[config.mk]
export PLATFORM = sky130hd
export DESIGN_NAME = rabin_karp_first_match_top_flat
export DESIGN_NICKNAME = d
export VERILOG_FILES = /design/src/rtl/rkfm_pkg.sv /design/src/rtl/rkfm_if.sv /design/src/rtl/rkfm_reduce.sv /design/src/rtl/rkfm_useq.sv /design/src/rtl/rkfm_datapath.sv /design/src/rtl/rabin_karp_first_match_top.sv /design/src/flat_wrapper.sv
export SDC_FILE = /design/constraint.sdc
export NUM_CORES = 2
export LEC_CHECK = 0
export BUFFER_PORTS_ARGS = -buffer_cell sky130_fd_sc_hd__buf_4
export CAP_MARGIN = 20
export CORE_ASPECT_RATIO = 0.75
export CORE_MARGIN = 5
export CORE_UTILIZATION = 40
export CTS_BUF_LIST = sky130_fd_sc_hd__clkbuf_2
export DETAILED_ROUTE_END_ITERATION = 8
export GPL_ROUTABILITY_DRIVEN = 0
export HOLD_SLACK_MARGIN = 0.15
export SLEW_MARGIN = 20
export SYNTH_ARGS = -nofsm -noshare
export SYNTH_HDL_FRONTEND = slang
export SYNTH_SLANG_ARGS = --single-unit
[constraint.sdc]
create_clock -name clock -period 5.14 [get_ports clock]
set_input_delay 0.514 -clock clock [delete_from_list [all_inputs] [get_ports clock]]
set_output_delay 0.514 -clock clock [all_outputs]
set_load 0.005 [all_outputs]
[src/rtl/rkfm_pkg.sv]
// Shared constants, codes and control-word types of the Rabin-Karp first-match block.
// Used by every module of the block; depends on nothing.
package rkfm_pkg;

   // sizes
   localparam int MAX_PATTERN = 64;
   localparam int PTR_W       = $clog2(MAX_PATTERN);
   localparam int LEN_W       = PTR_W + 1;
   localparam int HASH_W      = 16;
   localparam int BYTE_W      = 8;
   localparam int RED_W       = HASH_W + BYTE_W;
   localparam int RED_CNT_W   = $clog2(RED_W + 1);
   localparam int CNT_W       = 32;
   localparam int CSR_IDX_W   = 2;
   localparam int CSR_DATA_W  = 16;
   localparam int STEP_W      = 5;

   // register reset values
   localparam logic [LEN_W-1:0]  LENGTH_RESET  = LEN_W'(1);
   localparam logic [HASH_W-1:0] MODULUS_RESET = HASH_W'(5381);

   // input function codes
   localparam logic FUNC_PATTERN = 1'b0;
   localparam logic FUNC_TEXT    = 1'b1;

   // register indexes
   typedef enum logic [CSR_IDX_W-1:0] {
      CSR_PATTERN_LENGTH = 2'd0,
      CSR_HASH_MODULUS   = 2'd1
   } csr_index_type;

   // datapath actions of one control word
   typedef enum logic [4:0] {
      ACT_NOP,
      ACT_FETCH,
      ACT_LD_PH,
      ACT_ITER,
      ACT_WB_PH,
      ACT_LD_LP,
      ACT_WB_LP,
      ACT_TX_START,
      ACT_LD_MUL,
      ACT_WB_SUB,
      ACT_LD_WH,
      ACT_WB_T,
      ACT_LD_WHB,
      ACT_WB_WH,
      ACT_CHECK,
      ACT_RD,
      ACT_CMP,
      ACT_EMIT_FOUND,
      ACT_EMIT_NF,
      ACT_CLR_TEXT
   } act_type;

   // jump conditions
   typedef enum logic [3:0] {
      C_NEVER,
      C_ALWAYS,
      C_NO_REQ,
      C_TEXT,
      C_RED_RUN,
      C_FIRST,
      C_NO_CHECK,
      C_MISMATCH,
      C_MORE,
      C_OUT_BUSY,
      C_NOT_LAST,
      C_REPORTED
   } cond_type;

   typedef struct packed {
      act_type             act;
      cond_type            cond;
      logic [STEP_W-1:0]   target;
   } ctrl_word_type;

   // status from the datapath, one bit per data-dependent jump condition
   typedef struct packed {
      logic no_req;
      logic text;
      logic red_run;
      logic first;
      logic no_check;
      logic mismatch;
      logic more;
      logic out_busy;
      logic not_last;
      logic reported;
   } flags_type;

endpackage

[src/rtl/rkfm_if.sv]
// Handshake interfaces for the request and response channels of the block.
// Depends on rkfm_pkg for field widths.
interface rkfm_req_if;
   import rkfm_pkg::*;
   logic                    valid;
   logic                    ready;
   logic                    func;
   logic [BYTE_W-1:0]       data_byte;
   logic [PTR_W-1:0]        pattern_index;
   logic                    last_text;

   modport source (output valid, func, data_byte, pattern_index, last_text, input ready);
   modport sink   (input valid, func, data_byte, pattern_index, last_text, output ready);
endinterface

interface rkfm_rsp_if;
   import rkfm_pkg::*;
   logic                    valid;
   logic                    ready;
   logic                    found;
   logic [CNT_W-1:0]        position;

   modport source (output valid, found, position, input ready);
   modport sink   (input valid, found, position, output ready);
endinterface

[src/rtl/rkfm_reduce.sv]
// Bit-serial modular reduction: operand mod q, one operand bit per step.
// Depends on rkfm_pkg.
module rkfm_reduce (
   input  logic                          clock,
   input  logic                          reset,
   input  logic [rkfm_pkg::HASH_W-1:0]   modulus,
   input  logic                          load,
   input  logic [rkfm_pkg::RED_W-1:0]    operand,
   input  logic                          iter,
   output logic [rkfm_pkg::HASH_W-1:0]   remainder,
   output logic                          running
);
   import rkfm_pkg::*;

   logic [RED_W-1:0]     shift_ff, shift_in;
   logic [HASH_W-1:0]    rem_ff, rem_in;
   logic [RED_CNT_W-1:0] cnt_ff, cnt_in;
   logic [HASH_W:0]      trial;

   // one restoring step: remainder stays below q, so trial stays below 2q
   always_comb begin
      trial    = {rem_ff, shift_ff[RED_W-1]};
      shift_in = shift_ff;
      rem_in   = rem_ff;
      cnt_in   = cnt_ff;
      if (load) begin
         shift_in = operand;
         rem_in   = '0;
         cnt_in   = RED_CNT_W'(RED_W);
      end else if (iter) begin
         shift_in = {shift_ff[RED_W-2:0], 1'b0};
         if (trial >= {1'b0, modulus}) begin
            rem_in = HASH_W'(trial - {1'b0, modulus});
         end else begin
            rem_in = trial[HASH_W-1:0];
         end
         cnt_in = cnt_ff - RED_CNT_W'(1);
      end
   end

   always_ff @(posedge clock) begin
      if (reset) begin
         cnt_ff <= '0;
      end else begin
         cnt_ff <= cnt_in;
      end
      shift_ff <= shift_in;
      rem_ff   <= rem_in;
   end

   assign remainder = rem_ff;
   // more steps remain after the current one
   assign running   = (cnt_ff != RED_CNT_W'(1));

endmodule

[src/rtl/rkfm_useq.sv]
// Microcode sequencer: step counter, control-word ROM and conditional jumps.
// Depends on rkfm_pkg.
module rkfm_useq (
   input  logic                     clock,
   input  logic                     reset,
   input  rkfm_pkg::flags_type      flags,
   output rkfm_pkg::ctrl_word_type  ctrl
);
   import rkfm_pkg::*;

   // program labels
   localparam logic [STEP_W-1:0] S_FETCH     = 5'd0;
   localparam logic [STEP_W-1:0] S_DISPATCH  = 5'd1;
   localparam logic [STEP_W-1:0] S_P_LD_PH   = 5'd2;
   localparam logic [STEP_W-1:0] S_P_IT_PH   = 5'd3;
   localparam logic [STEP_W-1:0] S_P_WB_PH   = 5'd4;
   localparam logic [STEP_W-1:0] S_P_LD_LP   = 5'd5;
   localparam logic [STEP_W-1:0] S_P_IT_LP   = 5'd6;
   localparam logic [STEP_W-1:0] S_P_WB_LP   = 5'd7;
   localparam logic [STEP_W-1:0] S_T_START   = 5'd8;
   localparam logic [STEP_W-1:0] S_T_LD_MUL  = 5'd9;
   localparam logic [STEP_W-1:0] S_T_IT_MUL  = 5'd10;
   localparam logic [STEP_W-1:0] S_T_WB_SUB  = 5'd11;
   localparam logic [STEP_W-1:0] S_T_LD_WH   = 5'd12;
   localparam logic [STEP_W-1:0] S_T_IT_WH   = 5'd13;
   localparam logic [STEP_W-1:0] S_T_WB_T    = 5'd14;
   localparam logic [STEP_W-1:0] S_T_ROLL    = 5'd15;
   localparam logic [STEP_W-1:0] S_T_IT_ROLL = 5'd16;
   localparam logic [STEP_W-1:0] S_T_WB_WH   = 5'd17;
   localparam logic [STEP_W-1:0] S_T_CHECK   = 5'd18;
   localparam logic [STEP_W-1:0] S_T_RD      = 5'd19;
   localparam logic [STEP_W-1:0] S_T_CMP     = 5'd20;
   localparam logic [STEP_W-1:0] S_T_MORE    = 5'd21;
   localparam logic [STEP_W-1:0] S_T_FOUND   = 5'd22;
   localparam logic [STEP_W-1:0] S_T_LAST    = 5'd23;
   localparam logic [STEP_W-1:0] S_T_REPCHK  = 5'd24;
   localparam logic [STEP_W-1:0] S_T_NF      = 5'd25;
   localparam logic [STEP_W-1:0] S_T_CLEAR   = 5'd26;

   logic [STEP_W-1:0] step_ff, step_in;
   logic              take;

   // control-word ROM
   always_comb begin
      unique case (step_ff)
         S_FETCH:     ctrl = '{ACT_FETCH,      C_NO_REQ,   S_FETCH};
         S_DISPATCH:  ctrl = '{ACT_NOP,        C_TEXT,     S_T_START};
         S_P_LD_PH:   ctrl = '{ACT_LD_PH,      C_NEVER,    S_FETCH};
         S_P_IT_PH:   ctrl = '{ACT_ITER,       C_RED_RUN,  S_P_IT_PH};
         S_P_WB_PH:   ctrl = '{ACT_WB_PH,      C_NEVER,    S_FETCH};
         S_P_LD_LP:   ctrl = '{ACT_LD_LP,      C_NEVER,    S_FETCH};
         S_P_IT_LP:   ctrl = '{ACT_ITER,       C_RED_RUN,  S_P_IT_LP};
         S_P_WB_LP:   ctrl = '{ACT_WB_LP,      C_ALWAYS,   S_FETCH};
         S_T_START:   ctrl = '{ACT_TX_START,   C_FIRST,    S_T_ROLL};
         S_T_LD_MUL:  ctrl = '{ACT_LD_MUL,     C_NEVER,    S_FETCH};
         S_T_IT_MUL:  ctrl = '{ACT_ITER,       C_RED_RUN,  S_T_IT_MUL};
         S_T_WB_SUB:  ctrl = '{ACT_WB_SUB,     C_NEVER,    S_FETCH};
         S_T_LD_WH:   ctrl = '{ACT_LD_WH,      C_NEVER,    S_FETCH};
         S_T_IT_WH:   ctrl = '{ACT_ITER,       C_RED_RUN,  S_T_IT_WH};
         S_T_WB_T:    ctrl = '{ACT_WB_T,       C_ALWAYS,   S_T_ROLL};
         S_T_ROLL:    ctrl = '{ACT_LD_WHB,     C_NEVER,    S_FETCH};
         S_T_IT_ROLL: ctrl = '{ACT_ITER,       C_RED_RUN,  S_T_IT_ROLL};
         S_T_WB_WH:   ctrl = '{ACT_WB_WH,      C_NEVER,    S_FETCH};
         S_T_CHECK:   ctrl = '{ACT_CHECK,      C_NO_CHECK, S_T_LAST};
         S_T_RD:      ctrl = '{ACT_RD,         C_NEVER,    S_FETCH};
         S_T_CMP:     ctrl = '{ACT_CMP,        C_MISMATCH, S_T_LAST};
         S_T_MORE:    ctrl = '{ACT_NOP,        C_MORE,     S_T_RD};
         S_T_FOUND:   ctrl = '{ACT_EMIT_FOUND, C_OUT_BUSY, S_T_FOUND};
         S_T_LAST:    ctrl = '{ACT_NOP,        C_NOT_LAST, S_FETCH};
         S_T_REPCHK:  ctrl = '{ACT_NOP,        C_REPORTED, S_T_CLEAR};
         S_T_NF:      ctrl = '{ACT_EMIT_NF,    C_OUT_BUSY, S_T_NF};
         S_T_CLEAR:   ctrl = '{ACT_CLR_TEXT,   C_ALWAYS,   S_FETCH};
         default:     ctrl = '{ACT_NOP,        C_ALWAYS,   S_FETCH};
      endcase
   end

   // condition select
   always_comb begin
      unique case (ctrl.cond)
         C_NEVER:    take = 1'b0;
         C_ALWAYS:   take = 1'b1;
         C_NO_REQ:   take = flags.no_req;
         C_TEXT:     take = flags.text;
         C_RED_RUN:  take = flags.red_run;
         C_FIRST:    take = flags.first;
         C_NO_CHECK: take = flags.no_check;
         C_MISMATCH: take = flags.mismatch;
         C_MORE:     take = flags.more;
         C_OUT_BUSY: take = flags.out_busy;
         C_NOT_LAST: take = flags.not_last;
         C_REPORTED: take = flags.reported;
         default:    take = 1'b1;
      endcase
      step_in = take ? ctrl.target : step_ff + STEP_W'(1);
   end

   always_ff @(posedge clock) begin
      if (reset) begin
         step_ff <= S_FETCH;
      end else begin
         step_ff <= step_in;
      end
   end

endmodule

[src/rtl/rkfm_datapath.sv]
// Datapath: hash registers, pattern store, window ring, compare walk and result register.
// Depends on rkfm_pkg, rkfm_if and rkfm_reduce; driven by control words from rkfm_useq.
module rkfm_datapath (
   input  logic                           clock,
   input  logic                           reset,
   input  logic [rkfm_pkg::LEN_W-1:0]     len_eff,
   input  logic [rkfm_pkg::HASH_W-1:0]    mod_eff,
   input  rkfm_pkg::ctrl_word_type        ctrl,
   output rkfm_pkg::flags_type            flags,
   rkfm_req_if.sink                       req,
   rkfm_rsp_if.source                     rsp
);
   import rkfm_pkg::*;

   // latched request item
   logic                 func_ff;
   logic [BYTE_W-1:0]    byte_ff;
   logic [PTR_W-1:0]     idx_ff;
   logic                 last_ff;

   // search state
   logic [HASH_W-1:0]    ph_ff, lp_ff, wh_ff, sub_ff;
   logic [CNT_W-1:0]     cnt_ff;
   logic [PTR_W-1:0]     ptr_ff;
   logic                 mr_ff;
   logic [LEN_W-1:0]     j_ff;

   // stores and their registered read data
   logic [BYTE_W-1:0]    pat_mem  [MAX_PATTERN];
   logic [BYTE_W-1:0]    ring_mem [MAX_PATTERN];
   logic [BYTE_W-1:0]    pat_rd_ff, ring_rd_ff;
   logic [PTR_W-1:0]     ring_raddr;
   logic [LEN_W-1:0]     slot_base, slot_j;

   // result register
   logic                 rsp_valid_ff, rsp_found_ff;
   logic [CNT_W-1:0]     rsp_pos_ff;

   // reduction unit hookup
   logic                 red_load, red_iter, red_running;
   logic [RED_W-1:0]     red_operand;
   logic [HASH_W-1:0]    red_rem;
   logic [HASH_W:0]      diff;
   logic [HASH_W-1:0]    diff_mod;
   logic [CNT_W-1:0]     len_wide;
   logic                 xfer_in, out_free, short_text;

   assign len_wide   = {{(CNT_W-LEN_W){1'b0}}, len_eff};
   assign short_text = (cnt_ff < len_wide);
   assign xfer_in    = req.valid && req.ready;
   assign out_free   = !rsp_valid_ff || rsp.ready;
   assign req.ready  = (ctrl.act == ACT_FETCH) && !reset;

   // operand for the reducer
   always_comb begin
      red_load    = 1'b1;
      red_operand = '0;
      case (ctrl.act)
         ACT_LD_PH: begin
            red_operand = (idx_ff == '0) ? {{HASH_W{1'b0}}, byte_ff} : {ph_ff, byte_ff};
         end
         ACT_LD_LP:  red_operand = {lp_ff, {BYTE_W{1'b0}}};
         ACT_LD_MUL: red_operand = RED_W'(lp_ff * ring_rd_ff);
         ACT_LD_WH:  red_operand = {{BYTE_W{1'b0}}, wh_ff};
         ACT_LD_WHB: red_operand = {wh_ff, byte_ff};
         default:    red_load = 1'b0;
      endcase
   end
   assign red_iter = (ctrl.act == ACT_ITER);

   rkfm_reduce u_reduce (
      .clock     (clock),
      .reset     (reset),
      .modulus   (mod_eff),
      .load      (red_load),
      .operand   (red_operand),
      .iter      (red_iter),
      .remainder (red_rem),
      .running   (red_running)
   );

   // (w + q - sub) mod q with both terms already below q
   always_comb begin
      diff = {1'b0, red_rem} + {1'b0, mod_eff} - {1'b0, sub_ff};
      if (diff >= {1'b0, mod_eff}) begin
         diff_mod = HASH_W'(diff - {1'b0, mod_eff});
      end else begin
         diff_mod = diff[HASH_W-1:0];
      end
   end

   // ring read slot: oldest byte of the window, or window byte j
   assign slot_base  = {1'b0, ptr_ff} - len_eff;
   assign slot_j     = slot_base + j_ff;
   assign ring_raddr = (ctrl.act == ACT_RD) ? slot_j[PTR_W-1:0] : slot_base[PTR_W-1:0];

   // stores
   always_ff @(posedge clock) begin
      if (ctrl.act == ACT_WB_PH) begin
         pat_mem[idx_ff] <= byte_ff;
      end
      if (ctrl.act == ACT_WB_WH) begin
         ring_mem[ptr_ff] <= byte_ff;
      end
      ring_rd_ff <= ring_mem[ring_raddr];
      pat_rd_ff  <= pat_mem[j_ff[PTR_W-1:0]];
   end

   // item latch
   always_ff @(posedge clock) begin
      if (xfer_in) begin
         func_ff <= req.func;
         byte_ff <= req.data_byte;
         idx_ff  <= req.pattern_index;
         last_ff <= req.last_text;
      end
   end

   // hash and text state
   always_ff @(posedge clock) begin
      if (reset) begin
         ph_ff  <= '0;
         lp_ff  <= HASH_W'(1);
         wh_ff  <= '0;
         cnt_ff <= '0;
         ptr_ff <= '0;
         mr_ff  <= 1'b0;
         j_ff   <= '0;
         sub_ff <= '0;
      end else begin
         case (ctrl.act)
            ACT_WB_PH:  ph_ff  <= red_rem;
            ACT_WB_LP:  lp_ff  <= (idx_ff == '0) ? HASH_W'(1) : red_rem;
            ACT_WB_SUB: sub_ff <= red_rem;
            ACT_WB_T:   wh_ff  <= diff_mod;
            ACT_WB_WH: begin
               wh_ff  <= red_rem;
               ptr_ff <= ptr_ff + PTR_W'(1);
               if (cnt_ff != '1) begin
                  cnt_ff <= cnt_ff + CNT_W'(1);
               end
            end
            ACT_CHECK:  j_ff <= '0;
            ACT_CMP:    j_ff <= j_ff + LEN_W'(1);
            ACT_EMIT_FOUND: begin
               if (out_free) begin
                  mr_ff <= 1'b1;
               end
            end
            ACT_CLR_TEXT: begin
               ptr_ff <= '0;
               wh_ff  <= '0;
               cnt_ff <= '0;
               mr_ff  <= 1'b0;
            end
            default: ;
         endcase
      end
   end

   // result register: frees on transfer, loads on emit
   always_ff @(posedge clock) begin
      if (reset) begin
         rsp_valid_ff <= 1'b0;
      end else begin
         if (rsp_valid_ff && rsp.ready) begin
            rsp_valid_ff <= 1'b0;
         end
         if (out_free && (ctrl.act == ACT_EMIT_FOUND || ctrl.act == ACT_EMIT_NF)) begin
            rsp_valid_ff <= 1'b1;
         end
      end
      if (out_free && ctrl.act == ACT_EMIT_FOUND) begin
         rsp_found_ff <= 1'b1;
         rsp_pos_ff   <= cnt_ff - len_wide;
      end else if (out_free && ctrl.act == ACT_EMIT_NF) begin
         rsp_found_ff <= 1'b0;
         rsp_pos_ff   <= '0;
      end
   end

   assign rsp.valid    = rsp_valid_ff;
   assign rsp.found    = rsp_found_ff;
   assign rsp.position = rsp_pos_ff;

   // status for the sequencer
   always_comb begin
      flags.no_req   = !req.valid;
      flags.text     = (func_ff == FUNC_TEXT);
      flags.red_run  = red_running;
      flags.first    = short_text;
      flags.no_check = mr_ff || short_text || (wh_ff != ph_ff);
      flags.mismatch = (ring_rd_ff != pat_rd_ff);
      flags.more     = (j_ff != len_eff);
      flags.out_busy = !out_free;
      flags.not_last = !last_ff;
      flags.reported = mr_ff;
   end

endmodule

[src/rtl/rabin_karp_first_match_top.sv]
// Rabin-Karp first-match search; every reduction runs 24 steps of a bit-serial reducer.
// A pattern byte updates the pattern hash and the power term; a text byte rolls the
// window hash and, on a hash hit, compares the window byte by byte with the pattern.
// One item in flight; the next is taken while a result waits, and an emit stalls until the
// result register is free. Synchronous active-high reset: hashes, counters, length 1 and
// modulus 5381; the pattern store and window ring hold no reset value.
module rabin_karp_first_match_top (
   input  logic                              clock,
   input  logic                              reset,
   rkfm_req_if.sink                          req_chan,
   rkfm_rsp_if.source                        rsp_chan,
   input  logic                              csr_wr_en,
   input  logic [rkfm_pkg::CSR_IDX_W-1:0]    csr_index,
   input  logic [rkfm_pkg::CSR_DATA_W-1:0]   csr_wdata
);
   import rkfm_pkg::*;

   logic [LEN_W-1:0]  len_ff;
   logic [HASH_W-1:0] mod_ff;
   logic [LEN_W-1:0]  len_eff;
   logic [HASH_W-1:0] mod_eff;
   ctrl_word_type     ctrl;
   flags_type         flags;

   // configuration registers
   always_ff @(posedge clock) begin
      if (reset) begin
         len_ff <= LENGTH_RESET;
         mod_ff <= MODULUS_RESET;
      end else if (csr_wr_en) begin
         unique case (csr_index)
            CSR_PATTERN_LENGTH: len_ff <= csr_wdata[LEN_W-1:0];
            CSR_HASH_MODULUS:   mod_ff <= csr_wdata[HASH_W-1:0];
            default: ;
         endcase
      end
   end

   // clamp length to 1..MAX_PATTERN and modulus to at least 2
   always_comb begin
      if (len_ff == '0) begin
         len_eff = LEN_W'(1);
      end else if (len_ff > LEN_W'(MAX_PATTERN)) begin
         len_eff = LEN_W'(MAX_PATTERN);
      end else begin
         len_eff = len_ff;
      end
      mod_eff = (mod_ff < HASH_W'(2)) ? HASH_W'(2) : mod_ff;
   end

   rkfm_useq u_useq (
      .clock (clock),
      .reset (reset),
      .flags (flags),
      .ctrl  (ctrl)
   );

   rkfm_datapath u_datapath (
      .clock   (clock),
      .reset   (reset),
      .len_eff (len_eff),
      .mod_eff (mod_eff),
      .ctrl    (ctrl),
      .flags   (flags),
      .req     (req_chan),
      .rsp     (rsp_chan)
   );

endmodule
[src/flat_wrapper.sv]
// flat-port wrapper written by rule: the top's interface ports become plain ports
module rabin_karp_first_match_top_flat import rkfm_pkg::*;
  (clock, reset, csr_wr_en, csr_index, csr_wdata, req_chan_valid, req_chan_func, req_chan_data_byte, req_chan_pattern_index, req_chan_last_text, req_chan_ready, rsp_chan_valid, rsp_chan_found, rsp_chan_position, rsp_chan_ready);
  rkfm_req_if req_chan_i ();
  rkfm_rsp_if rsp_chan_i ();
  input  logic clock;
  input  logic reset;
  input  logic csr_wr_en;
  input  logic [rkfm_pkg::CSR_IDX_W-1:0] csr_index;
  input  logic [rkfm_pkg::CSR_DATA_W-1:0] csr_wdata;
  input wire logic [$bits(req_chan_i.valid)-1:0] req_chan_valid;
  input wire logic [$bits(req_chan_i.func)-1:0] req_chan_func;
  input wire logic [$bits(req_chan_i.data_byte)-1:0] req_chan_data_byte;
  input wire logic [$bits(req_chan_i.pattern_index)-1:0] req_chan_pattern_index;
  input wire logic [$bits(req_chan_i.last_text)-1:0] req_chan_last_text;
  output wire logic [$bits(req_chan_i.ready)-1:0] req_chan_ready;
  output wire logic [$bits(rsp_chan_i.valid)-1:0] rsp_chan_valid;
  output wire logic [$bits(rsp_chan_i.found)-1:0] rsp_chan_found;
  output wire logic [$bits(rsp_chan_i.position)-1:0] rsp_chan_position;
  input wire logic [$bits(rsp_chan_i.ready)-1:0] rsp_chan_ready;
  assign req_chan_i.valid = req_chan_valid;
  assign req_chan_i.func = req_chan_func;
  assign req_chan_i.data_byte = req_chan_data_byte;
  assign req_chan_i.pattern_index = req_chan_pattern_index;
  assign req_chan_i.last_text = req_chan_last_text;
  assign req_chan_ready = req_chan_i.ready;
  assign rsp_chan_valid = rsp_chan_i.valid;
  assign rsp_chan_found = rsp_chan_i.found;
  assign rsp_chan_position = rsp_chan_i.position;
  assign rsp_chan_i.ready = rsp_chan_ready;
  rabin_karp_first_match_top u_core (.clock(clock), .reset(reset), .req_chan(req_chan_i), .rsp_chan(rsp_chan_i), .csr_wr_en(csr_wr_en), .csr_index(csr_index), .csr_wdata(csr_wdata));
endmodule
# [Yosys cells after proc, flatten, opt, wreduce, memory -nomap -nowiden]
# Memory sizes are Yosys's and may differ from the RTL's. A register that Yosys moved wholly into a read port is not among the register bits.
# Index checks and enable logic that the tools add are counted.
[classes] add_sub_neg=12 multipliers=1 order_cmp=5 eq_ne=36 mux=32 reduce_logical=32
[ops] cell="$pmux W24 S5" n=1
[ops] cell="$mux W32" n=3
[ops] cell="$mux W24" n=3
[ops] cell="$mux W16" n=4
[ops] cell="$pmux W32 S2" n=1
[ops] cell="$pmux W16 S3" n=1
[ops] cell="$eq A5 B4 Y1 const B" n=8
[ops] cell="$ge A17 B16 Y1" n=2
[ops] cell="$add A32 B1 Y32 const B" n=1
[ops] cell="$lt A32 B7 Y1" n=1
[ops] cell="$ne A32 B32 Y1 const B" n=1
[ops] cell="$sub A16 B16 Y16" n=2
[ops] cell="$sub A32 B7 Y32" n=1
[ops] cell="$mul A16 B8 Y24" n=1
[ops] cell="$eq A5 B5 Y1 const B" n=4
[ops] cell="$mux W5" n=4
[ops] cell="$add A16 B16 Y17" n=1
[ops] cell="$sub A17 B16 Y17" n=1
[ops] cell="$eq A4 B3 Y1 const B" n=4
[ops] cell="$eq A4 B4 Y1 const B" n=4
[ops] cell="$lt A16 B2 Y1 const B" n=1
[ops] cell="$ne A16 B16 Y1" n=1
[ops] cell="$eq A5 B3 Y1 const B" n=3
[ops] cell="$mux W7" n=2
[ops] cell="34 further kinds" n=63
[totals] register_bits=233 ramBits=1024 romBits=448 word_cells=143 n_memories=3
[memory_table] memory="u_core.u_datapath.pat_mem" words=64 width=8 rd=1 rd_ports_with_merged_regs=1 wr=1 line="rkfm_datapath.sv:29" rtl="logic [BYTE_W-1:0] pat_mem [MAX_PATTERN];"
[memory_table] memory="u_core.u_datapath.ring_mem" words=64 width=8 rd=1 rd_ports_with_merged_regs=1 wr=1 line="rkfm_datapath.sv:30" rtl="logic [BYTE_W-1:0] ring_mem [MAX_PATTERN];"
[memory_table] memory="(name not given)" words=32 width=14 rd=1 rd_ports_with_merged_regs=1 wr=0 line="rkfm_useq.sv:45" rtl="unique case (step_ff)"

# [Longest topological paths before layout]
[logic_depth] depth_word=9 depth_mapped=25 depth_no_buf=23

# [Hierarchy]
# Synthesis repeated with hierarchy kept, for this count alone.
[hier_totals] hier_cells=4213 hier_area_um2=59844.9
[modules_own_cells] mod="rkfm_datapath" instances=1 cells_per_inst=3646 area_each_um2=54604.9
[modules_own_cells] mod="rkfm_reduce" instances=1 cells_per_inst=267 area_each_um2=2762.6
[modules_own_cells] mod="rkfm_useq" instances=1 cells_per_inst=175 area_each_um2=1481.4
[modules_own_cells] mod="rabin_karp_first_match_top" instances=1 cells_per_inst=125 area_each_um2=996.0

# [Least setup slack after synthesis]
# Ideal clock, no wire load.
[synth_timing] path_type="reg2reg" startpoint="reg u_core.u_datapath.ring_rd_ff[2], read port of u_core.u_datapath.ring_mem" endpoint="reg u_core.u_datapath.u_reduce.shift_ff[23], data pin" t_arrival_ns=5.176 path_slack_ns=-0.173 path_stages_with_launch=18 path_buffers=1 synth_period_minus_slack_ns=5.313 path_cell_list="dfxtp_1 -> clkbuf_1 -> nand2_1 -> fa_1 -> fa_1 -> fa_1 -> inv_1 -> fa_1 -> ha_1 -> a21o_1 -> a211oi_1 -> o21ai_1 -> a41oi_1 -> nor3_1 -> a2111oi_0 -> a211oi_1 -> or4_1 -> nand4_1"
[synth_between] elab_chain_len=3
[synth_lines] element="start, declared" line="rkfm_datapath.sv:31" rtl="logic [BYTE_W-1:0] pat_rd_ff, ring_rd_ff;"
[synth_lines] element="$mul A16 B8 Y24" line="rkfm_datapath.sv:63" rtl="ACT_LD_MUL: red_operand = RED_W'(lp_ff * ring_rd_ff);"
[synth_lines] element="$pmux W24 S5" line="rkfm_datapath.sv:58" rtl="case (ctrl.act)"
[synth_lines] element="$mux W24" line="rkfm_reduce.sv:26" rtl="if (load) begin"
[synth_lines] element="named net u_core.u_datapath.u_reduce.shift_in[23]" line="rkfm_reduce.sv:15" rtl="logic [RED_W-1:0] shift_ff, shift_in;"
[synth_lines] element="end signal, assigned" line="rkfm_reduce.sv:47" rtl="shift_ff <= shift_in;"
[synth_lines] element="end, declared" line="rkfm_reduce.sv:15"
# The timed path passes the listed nets, and every way through them passes these cells.
# A chain may end at the register's enable or synchronous reset.

# [Final worst setup path]
[layout_timing] startpoint="reg u_core.mod_ff[9]" endpoint="reg u_core.u_datapath.wh_ff[13]"
[layout_between] elab_chain_len=7 elab_cells_between_ends=8 cone_classes="add/sub (3); order compare (2); mux (3)"
[layout_lines] element="start, declared" line="rabin_karp_first_match_top.sv:19" rtl="logic [HASH_W-1:0] mod_ff;"
[layout_lines] element="start signal, assigned" line="rabin_karp_first_match_top.sv:33" rtl="CSR_HASH_MODULUS: mod_ff <= csr_wdata[HASH_W-1:0];"
[layout_lines] element="$lt A16 B2 Y1" line="rabin_karp_first_match_top.sv:48" rtl="mod_eff = (mod_ff < HASH_W'(2)) ? HASH_W'(2) : mod_ff;"
[layout_lines] element="$mux W16 *" line="rabin_karp_first_match_top.sv:48"
[layout_lines] element="$add A16 B16 Y17" line="rkfm_datapath.sv:84" rtl="diff = {1'b0, red_rem} + {1'b0, mod_eff} - {1'b0, sub_ff};"
[layout_lines] element="$sub A17 B16 Y17" line="rkfm_datapath.sv:84"
[layout_lines] element="$sub A16 B16 Y16 / $ge A17 B16 Y1 (equally long branches)" line="rkfm_datapath.sv:86, rkfm_datapath.sv:85"
[layout_lines] element="$mux W16 *" line="rkfm_datapath.sv:85" rtl="if (diff >= {1'b0, mod_eff}) begin"
[layout_lines] element="$pmux W16 S3 *" line="rkfm_datapath.sv:131" rtl="case (ctrl.act)"
[layout_lines] element="end signal, assigned" line="rkfm_datapath.sv:135" rtl="ACT_WB_T: wh_ff <= diff_mod;"
[layout_lines] element="end signal, assigned" line="rkfm_datapath.sv:137" rtl="wh_ff <= red_rem;"
[layout_lines] element="end, declared" line="rkfm_datapath.sv:22" rtl="logic [HASH_W-1:0] ph_ff, lp_ff, wh_ff, sub_ff;"
# Mark *: on every way between the ends. The rest lies on a longest branch, timed or not.

==> impl_results.md <==
- Outcome: finished clean
- Min Hold Slack: 0.399 ns
- Area of placed instances: 0.0630 mm²
- Fin util: 46.0%
- Mapped Area: 0.0589 mm²
- Sequential area share after synthesis: 62.4%
- Crit share post-route: 99.1%
- Yosys reg bits: 1287
- Clock root buffer: clkbuf_2
- Clock Skews: 0.159 ns
- Average size of a mapped cell: 15.1 µm²
- Max frequency: 196 MHz
- Critical path's largest stage delay: 0.45 ns
- Vias in the first global route: 36300
- Routed via count: 36200
- Worst setup path class: flop to flop
- Post-synth EDFFs: 1096
- # DRC: 0
- Antenna-violating nets left: 0
- Crit path buf inv count: 5
- Synth area leaders: edfxtp_1 (56%), mux4_2 (11%), dfxtp_1 (6.5%), fa_1 (3.6%), ha_1 (2.7%)
- Final nets: 4705
- Share of the synthesized area in the top cell type: 55.9%
- Htree depth: 5
- Post-route cell area: 0.0676 mm²
- Die Y: 342 µm
- Reg-to-Reg Start: u_core.mod_ff[9]
- Critical path launch point type: flop
- Hold Fails Final Rpt: 0
- Pre-CTS WS: -0.325 ns
- Slowest stage cell, crit path: o41a_1
- Drt wl/cell: 23.3 µm
- Hold WC Path Type: primary input to flop
- Crit path from: u_core.mod_ff[9]
- CTS Buf Count: 330
- Gate Count Post-Synth: 3888
- PwrDens: 421 mW/mm²
- Clock transition at path regs: 0.11 ns
- Gr usage total: 19.8%
- Post-DP HPWL: 103000 µm
- DRT Pass-1 Iters: 8
- Biggest area consumer among synthesized cells: edfxtp_1
- Post-synth top cells: edfxtp_1 (1096), nor2_1 (325), mux4_2 (296), nand2_1 (251), dfxtp_1 (191)
- Core area: 0.147 mm²
- Most frequent cell after synthesis: edfxtp_1
- 1st-iter DRT viols: 3380
- Num rows: 122
- Largest net degree at the start of global routing: 131
- RSZ-0062 raised after global routing: yes
- Fin cells: 6652
- HP Start: csr_wdata[7]
- Worst setup EP type: flop
- Total gr overflow: 0
- Max_slew headroom: 14.3%
- Ratio of cells with drive above 1 in the final layout: 26.0%
- Clock Latency Late Sink: 1.68 ns
- Yosys warns: 0
- Final setup fails: 0
- P&R area growth vs syn: 14.8%
- Post-synth ARST share: 0%
- Syn_nets: 4157
- First-pass GRT wire length: 231000 µm
- IO Count: 74
- Distinct cell type count after synthesis: 92
- Vias per cell: 5.44
- Total Neg Setup Slack: 0 ns
- PortBufs: 73
- Worst-path fanout max: 8
- CTS tree: built
- Die W: 453 µm
- Leakage power: 24.3 nW
- CP Data Arrival Time: 6.46 ns
- Fin crit period: 5.09 ns
- Peak VDD IR: 653 µV
- Crit path cell chain: nor4_2 > buf_4 > a41oi_4 > fa_1 > inv_1 > ha_4 > buf_4 > nand3_1 > o211ai_1 > o41a_1 > a21o_1 > a21oi_2 > xnor2_2 > ha_2 > nand3_4 > inv_1 > a221oi_4 > o311a_4 > buf_12 > mux2_2 > a22oi_2 > a211oi_1
- Ys flop type: edfxtp_1
- Worst-margin pin slew: 1.25 ns
- Inst Count DP: 5957
- Clk sinks: 1287
- Initial antenna violation count: 11
- CTS Buffer Depth: 4
- Total of max-cap violations: 0
- Setup WS post-layout: 0.0468 ns
- Final Max Slew Viols: 0
- Fill count: 13000
- Data required, critical path: 6.51 ns
- Top delay family on crit path: compound AO/OA/AOI/OAI gates
- Total Power: 28.5 mW
- Die area: 0.155 mm²
- Detailed Route WL: 155000 µm
- Initial Util: 40.1%
cells by family (layout without fill, tap and decap cells):
logic type / Yosys count / count (layout) / share of synthesized area [%]
muxes: 449 / 449 / 14.0
adders and majority gates: 230 / 230 / 6.23
AOI/OAI and AO/OA: 463 / 463 / 5.21
xor gates and xnor gates: 150 / 150 / 2.23
DFF: 1287 / 1287 / 62.4
buffers and inverters: 389 / 1158 / 2.65
and+or+nand+nor: 920 / 920 / 7.33
other: 0 / 11 / 0
worst reg2reg max path, cell delays in order, from the launching register on:
cell and delay [ns]:
dfxtp_2 0.35, nor4_2 0.29, buf_4 0.18, a41oi_4 0.12
fa_1 0.44, inv_1 0.10, ha_4 0.22, buf_4 0.15
nand3_1 0.08, o211ai_1 0.15, o41a_1 0.45, a21o_1 0.21
a21oi_2 0.18, xnor2_2 0.15, ha_2 0.32, nand3_4 0.11
inv_1 0.08, a221oi_4 0.34, o311a_4 0.25, buf_12 0.14
mux2_2 0.34, a22oi_2 0.14, a211oi_1 0.10
flip-flops by register name (all words and copies together), names as in the netlist, 24 cells and up:
register and flops:
u_core.u_datapath.pat_mem 512, u_core.u_datapath.cnt_ff 32, u_core.u_datapath.rsp.position 32, u_core.u_datapath.u_reduce.shift_ff 24
u_core.u_datapath.ring_mem 512
placed cells by master, fill, tap and decap left out, types with 116 or more instances in the layout:
master,Yosys,layout
inv_1,184,182
mux4_2,296,296
nand2_1,251,250
nor2_1,325,321
mux2i_1,144,142
buf_4,4,279
dlygate4sd3_1,0,116
edfxtp_1,1096,1096
a21oi_1,143,131
dfxtp_1,191,183
clkbuf_2,1,473
what timing repair did:
action	CTS	global route
hold buffers	117	0
setup endpoints to repair	20	26
pin swaps	9	63
setup buffers	5	8
resized for setup	15	95
hold endpoints to repair	213	0
gates cloned	0	1
final timing paths:
kind                                      end  slack (ns)  cells after the start
setup / recovery  u_core.u_datapath.wh_ff[13]        0.05                     22
hold / removal               u_core.mod_ff[7]        0.40                      5
setup reg to reg  u_core.u_datapath.wh_ff[13]        0.05                     22
hold reg to reg   u_core.u_datapath.sub_ff[4]        0.46                      2
power by group:
part / switching, mW / internal (mW) / total [mW]
combinational: 5.13 / 4.47 / 9.59
sequential: 0.211 / 11.8 / 12.0
clock: 4.14 / 2.69 / 6.82
total: 9.47 / 19.0 / 28.5
cell type report:
class,count,area [µm²],area share (%)
Sequential cell,1287,36800,54.4
Multi-Input combinational cell,2212,21200,31.3
Timing Repair Buffer,417,3650,5.40
Tap cell,1984,2480,3.67
Clock buffer,473,2370,3.50
Inverter,188,711,1.05
Clock inverter,80,442,0.653
Antenna cell,11,27.5,0.0407
per-layer routing:
metal | up-vias | share of wire (%) | GRT usage (%)
li1 | 16100 | - | -
met3 | 263 | 7.5 | 4.42
met4 | 6 | 2.1 | 6.23
met5 | - | 0.022 | 0
met1 | 18500 | 45 | 28.8
met2 | 1351 | 45 | 29.8
No activity file was read; power rests on OpenSTA's default activity.
